===== src/rtl/aarh_pkg.sv =====
// Shared types, widths and codes for the axis-aligned rectangle ray hit pipeline.
// No dependencies; the RTL files refer to it by scoped names and the bench imports it.
package aarh_pkg;

	localparam int CW   = 32;           // coordinate width
	localparam int FB   = 16;           // fraction bits
	localparam int NUMW = CW + 1;       // plane offset minus origin
	localparam int QW   = CW + FB;      // magnitude of t before range check
	localparam int PW   = 2 * CW - FB + 1; // exact hit point
	localparam int TB   = 16;           // texture fraction bits
	localparam int TW   = TB + 1;       // texture coordinate width
	localparam int MW   = 8;            // material tag width
	localparam int IW   = 3;            // register index width

	typedef logic signed [CW-1:0] coord_t;

	typedef enum logic [1:0] {
		AXIS_XY = 2'd0,
		AXIS_YZ = 2'd1,
		AXIS_XZ = 2'd2
	} axis_t;

	typedef enum logic [IW-1:0] {
		REG_AXIS       = 3'd0,
		REG_OFFSET     = 3'd1,
		REG_FIRST_MIN  = 3'd2,
		REG_SECOND_MIN = 3'd3,
		REG_FIRST_MAX  = 3'd4,
		REG_SECOND_MAX = 3'd5,
		REG_MATERIAL   = 3'd6
	} reg_idx_t;

	typedef struct packed {
		logic [1:0]    axis;
		coord_t        offset;
		coord_t        f_min;
		coord_t        s_min;
		coord_t        f_max;
		coord_t        s_max;
		logic [MW-1:0] material;
	} cfg_t;

	typedef struct packed {
		coord_t [2:0] o;
		coord_t [2:0] d;
		coord_t       t_lo;
		coord_t       t_hi;
	} ray_t;

	// beat travelling through the t divider
	typedef struct packed {
		ray_t          ray;
		logic [CW-1:0] nmag;
		logic [CW-1:0] dmag;
		logic          neg;
		logic          miss;
		logic          front;
	} tdp_t;

	// divider result handed to the point stages
	typedef struct packed {
		ray_t          ray;
		logic [QW-1:0] q;
		logic          neg;
		logic          miss;
		logic          front;
	} tq_t;

	// beat handed to the texture dividers
	typedef struct packed {
		logic          miss;
		logic          front;
		coord_t        t;
		coord_t [2:0]  p;
		logic [CW-1:0] unum;
		logic [CW-1:0] uden;
		logic [CW-1:0] vnum;
		logic [CW-1:0] vden;
		logic          udeg;
		logic          vdeg;
	} uv_t;

endpackage


===== src/rtl/aarh_cfg.sv =====
// Rectangle configuration registers with a valid/ready write port.
// Depends on aarh_pkg.
module aarh_cfg (
	input  logic                     clk,
	input  logic                     arst_n,
	input  logic                     cfg_valid,
	output logic                     cfg_ready,
	input  logic [aarh_pkg::IW-1:0]  cfg_index,
	input  logic [aarh_pkg::CW-1:0]  cfg_data,
	output aarh_pkg::cfg_t           cfg
);

	aarh_pkg::cfg_t cfg_q;

	assign cfg_ready = 1'b1;
	assign cfg = cfg_q;

	always_ff @(posedge clk or negedge arst_n) begin
		if (!arst_n) begin
			cfg_q <= '0;
		end else if (cfg_valid) begin
			unique case (cfg_index)
				aarh_pkg::REG_AXIS:       cfg_q.axis     <= cfg_data[1:0];
				aarh_pkg::REG_OFFSET:     cfg_q.offset   <= cfg_data;
				aarh_pkg::REG_FIRST_MIN:  cfg_q.f_min    <= cfg_data;
				aarh_pkg::REG_SECOND_MIN: cfg_q.s_min    <= cfg_data;
				aarh_pkg::REG_FIRST_MAX:  cfg_q.f_max    <= cfg_data;
				aarh_pkg::REG_SECOND_MAX: cfg_q.s_max    <= cfg_data;
				aarh_pkg::REG_MATERIAL:   cfg_q.material <= cfg_data[aarh_pkg::MW-1:0];
				default: ;
			endcase
		end
	end

endmodule


===== config.mk =====
export PLATFORM = sky130hd
export DESIGN_NAME = aarh_cfg
export DESIGN_NICKNAME = d
export VERILOG_FILES = /design/src/rtl/aarh_pkg.sv /design/src/rtl/aarh_cfg.sv
export SDC_FILE = /design/constraint.sdc
export NUM_CORES = 1
export LEC_CHECK = 0
export BUFFER_PORTS_ARGS = -buffer_cell sky130_fd_sc_hd__buf_2
export CORE_ASPECT_RATIO = 1.2
export CORE_MARGIN = 4
export CORE_UTILIZATION = 33
export CTS_BUF_LIST = sky130_fd_sc_hd__clkbuf_2 sky130_fd_sc_hd__clkbuf_4 sky130_fd_sc_hd__clkbuf_8
export CTS_CLUSTER_SIZE = 20
export DETAILED_ROUTE_END_ITERATION = 16
export PLACE_DENSITY = 0.52
export SLEW_MARGIN = 20
export SYNTH_ARGS = -nofsm -noshare
export SYNTH_HDL_FRONTEND = slang
export SYNTH_SLANG_ARGS = --single-unit

===== constraint.sdc =====
create_clock -name clk -period 2.2 [get_ports clk]
set_clock_uncertainty 0.15 [all_clocks]
set_input_delay 0.22 -clock clk [delete_from_list [all_inputs] [get_ports clk]]
set_output_delay 0.22 -clock clk [all_outputs]
set_load 0.01 [all_outputs]

==> run_summary.xml <==
<?xml version="1.0" encoding="UTF-8"?>
<metrics>
  <group name="critical_path">
    <metric name="crit_type" unit="">reg2out</metric>
    <metric name="worst_r2r_startpoint" unit="">cfg[23]</metric>
    <metric name="cp.required" unit="ns">1.83</metric>
    <metric name="critical_path.max_fanout" unit="">2</metric>
    <metric name="critical-path-slowest-cell" unit="">sky130_fd_sc_hd__dfrtp_1</metric>
    <metric name="worst_setup_path_start_kind" unit="">register</metric>
    <metric name="cp-end-kind" unit="">primary output</metric>
    <metric name="timing.critical_path.buf_inv" unit="">1</metric>
    <metric name="regToRegSetupSlack" unit="ns">1.25</metric>
    <metric name="worst-endpoint-arrival" unit="ns">1.02</metric>
    <metric name="critical_path.cell_chain" unit="">buf_2</metric>
    <metric name="cp_slowest_stage_delay" unit="ns">0.42</metric>
    <metric name="crit_start" unit="">cfg[23]</metric>
    <metric name="crit_family" unit="">flip-flops</metric>
  </group>
  <group name="grt">
    <metric name="grt_start_max_net_pins" unit="">55</metric>
    <metric name="gr-usage-met1" unit="">0.179</metric>
    <metric name="grt.overflow.total" unit="">0</metric>
    <metric name="use_met2" unit="">0.250</metric>
    <metric name="via_count_of_the_first_global_routing_pass" unit="">4485</metric>
    <metric name="gr-usage-met3" unit="">0.0570</metric>
    <metric name="grt_most_used_layer" unit="">met2</metric>
    <metric name="grt_pass1_wl" unit="µm">25300</metric>
    <metric name="groute.usage.overall" unit="">0.148</metric>
    <metric name="initial_antenna_violation_count" unit="">0</metric>
  </group>
  <group name="clock_network">
    <metric name="cts_max_path_buffers" unit="">2</metric>
    <metric name="cts_num_sinks" unit="">170</metric>
    <metric name="tritoncts.num_buffers" unit="">17</metric>
    <metric name="cts-root-buf" unit="">sky130_fd_sc_hd__clkbuf_8</metric>
    <metric name="cts.repair.resized" unit="">0</metric>
    <metric name="postCtsSetupBuffers" unit="">0</metric>
    <metric name="worst_skew_pair.late_latency" unit="ns">0.43</metric>
    <metric name="worst_setup_hold_path_clk_slew" unit="ns">0.10</metric>
    <metric name="cts_h_tree_lvls" unit="">4</metric>
    <metric name="cts_tree" unit="">done</metric>
  </group>
  <group name="synthesis">
    <metric name="synth_fp_nets" unit="">406</metric>
    <metric name="mapped_area" unit="mm²">0.00655</metric>
    <metric name="flip_flop_and_latch_count_after_synthesis" unit="">170</metric>
    <metric name="synth-seq-area-share" unit="">0.650</metric>
    <metric name="number_of_cells_produced_by_synthesis" unit="">368</metric>
    <metric name="synth.avg_cell_area" unit="µm²">17.8</metric>
    <metric name="ys_types" unit="">12</metric>
    <metric name="yosysWarnings" unit="">0</metric>
  </group>
  <group name="worst_hold_path">
    <metric name="hold_path_class" unit="">in2async</metric>
  </group>
  <group name="power_and_ir_drop">
    <metric name="netSwitchingFraction" unit="">0.298</metric>
    <metric name="max-vdd-ir-drop" unit="µV">476</metric>
    <metric name="power_frac_comb" unit="">0.247</metric>
    <metric name="power_per_cell_area" unit="mW/mm²">990</metric>
    <metric name="power_frac_seq" unit="">0.485</metric>
    <metric name="power.leakage" unit="nW">4.15</metric>
    <metric name="share_clk_of_total_power" unit="">0.267</metric>
    <metric name="internal-power" unit="mW">6.02</metric>
    <metric name="total_switching_power" unit="mW">2.56</metric>
  </group>
  <group name="timing">
    <metric name="timing.final.setup_violations" unit="">0</metric>
    <metric name="unrepaired_setup_endpoints_after_global_routing" unit="">no</metric>
    <metric name="slew-limit-headroom" unit="">0.645</metric>
    <metric name="layout_worst_path_cycle_share" unit="">0.632</metric>
    <metric name="post-route-min-period" unit="ns">1.39</metric>
    <metric name="hold_violations" unit="">0</metric>
    <metric name="max_freq" unit="MHz">719</metric>
    <metric name="hold-worst-slack" unit="ns">0.148</metric>
    <metric name="final_max_slew_viol_count" unit="">0</metric>
    <metric name="tightest_slew" unit="ns">0.533</metric>
    <metric name="fin_setup_tns" unit="ns">0</metric>
  </group>
  <group name="outcome">
    <metric name="status" unit="">complete, no violations</metric>
  </group>
  <group name="place">
    <metric name="dpl.hpwl" unit="µm">10800</metric>
    <metric name="buffer_ports.inserted" unit="">207</metric>
    <metric name="gp_congestion" unit="">0.725</metric>
  </group>
  <group name="layout">
    <metric name="nets" unit="">655</metric>
    <metric name="mostFrequentLayoutCells" unit="">sky130_fd_sc_hd__buf_2, sky130_fd_sc_hd__dfrtp_1, sky130_fd_sc_hd__mux2_2</metric>
    <metric name="layout.cells.most_common" unit="">sky130_fd_sc_hd__buf_2</metric>
    <metric name="diodes" unit="">0</metric>
    <metric name="combined_area_of_the_multi_input_logic_cells" unit="mm²">0.00214</metric>
    <metric name="seq_area" unit="mm²">0.00425</metric>
    <metric name="areaGrowthSynthToFinish" unit="%">32.5</metric>
    <metric name="largest_register_ff_count" unit="">170</metric>
    <metric name="fillCellCount" unit="">1824</metric>
    <metric name="final_layout_size_suffix_gt1_frac" unit="">0.662</metric>
  </group>
  <group name="floorplanning">
    <metric name="design.die.area" unit="mm²">0.0222</metric>
    <metric name="ios" unit="">209</metric>
    <metric name="dieHeight" unit="µm">162</metric>
    <metric name="placementRows" unit="">56</metric>
    <metric name="start_util" unit="">0.335</metric>
    <metric name="placeableCoreArea" unit="mm²">0.0195</metric>
    <metric name="dieWidth" unit="µm">137</metric>
  </group>
  <group name="route">
    <metric name="firstDrtPassIters" unit="">4</metric>
    <metric name="routedWlPerCell" unit="µm">17.9</metric>
    <metric name="drt_first_iter_violations" unit="">81</metric>
    <metric name="wirelength" unit="µm">16000</metric>
    <metric name="routed_via_density" unit="">4.53</metric>
    <metric name="routed-via-count" unit="">4034</metric>
    <metric name="ant_nets" unit="">0</metric>
    <metric name="remaining_drc_errors" unit="">0</metric>
  </group>
  <group name="flow_run">
    <metric name="max-cap-violations" unit="">0</metric>
  </group>
</metrics>
## power by group through the flow
stage / Combinational (mW) / Sequential [mW] / Clock [mW]
6_report: 2.12 / 4.16 / 2.29
2_1_floorplan: 0.725 / 4.53 / 0
5_1_grt: 2.30 / 4.26 / 2.53
4_1_cts: 2.18 / 4.17 / 2.38
3_5_place_dp: 2.13 / 4.23 / 0
3_3_place_gp: 2.10 / 4.20 / 0
## cells by family after synthesis
kind of cell  synth area share
mux                      0.310
flops                    0.650
buf+inv                 0.0298
simple gates           0.00994
other cells           0.000573
## area by class of cell
class,instances,share of cell area
clock buffers,19,0.0294
clock inverters,13,0.0182
multi-input cells,178,0.247
flip-flops and latches,170,0.491
well taps,261,0.0377
repair buffers,250,0.177
## worst paths after layout
kind / end / cells past startpoint
min in group clk: cfg[169] / 4
hold / removal: cfg[111] / 2
hold reg to reg: cfg[60] / 1
setup reg to reg: cfg[23] / 1
max in group asynchronous: cfg[107] / 3
setup / recovery: cfg[23] / 1
## through the flow
| stage | util | cell area (µm²) | std cells | power [mW] | setup slack (ns) |
|---|---|---|---|---|---|
| after global routing | 0.443 | 8670 | 891 | 9.09 | 0.738 |
| final | 0.443 | 8670 | 891 | 8.58 | 0.810 |
| after global placement | 0.405 | 7930 | 826 | 6.30 | 0.519 |
| after floorplan | - | 6550 | 368 | 5.26 | 0.711 |
| after detailed placement | 0.405 | 7930 | 826 | 6.35 | 0.482 |
| after CTS | 0.443 | 8670 | 891 | 8.73 | 0.763 |
## Yosys cell counts
cell type | n | area [µm²]
sky130_fd_sc_hd__mux2_4 | 30 | 450
sky130_fd_sc_hd__dfrtp_1 | 170 | 4250
sky130_fd_sc_hd__nand4b_1 | 3 | 26.3
sky130_fd_sc_hd__buf_2 | 6 | 30.0
sky130_fd_sc_hd__buf_6 | 6 | 67.6
sky130_fd_sc_hd__mux2_1 | 5 | 56.3
sky130_fd_sc_hd__nor4b_1 | 1 | 8.76
sky130_fd_sc_hd__conb_1 | 1 | 3.75
sky130_fd_sc_hd__buf_4 | 5 | 37.5
sky130_fd_sc_hd__mux2_2 | 135 | 1520
sky130_fd_sc_hd__buf_12 | 3 | 60.1
sky130_fd_sc_hd__nor4bb_1 | 3 | 30.0
## per-layer routing
layer	share of wire	wire [µm]
met1	0.42	6640
met4	0.0058	93
met2	0.50	7980
met3	0.079	1270
met5	0	0
## repair_timing
| action | in CTS | in global routing |
|---|---|---|
| hold buffers | 33 | 0 |
| endpoints found under the setup margin | 0 | 0 |
| hold endpoints to repair | 257 | 0 |
(Power assumes the default switching activity.)
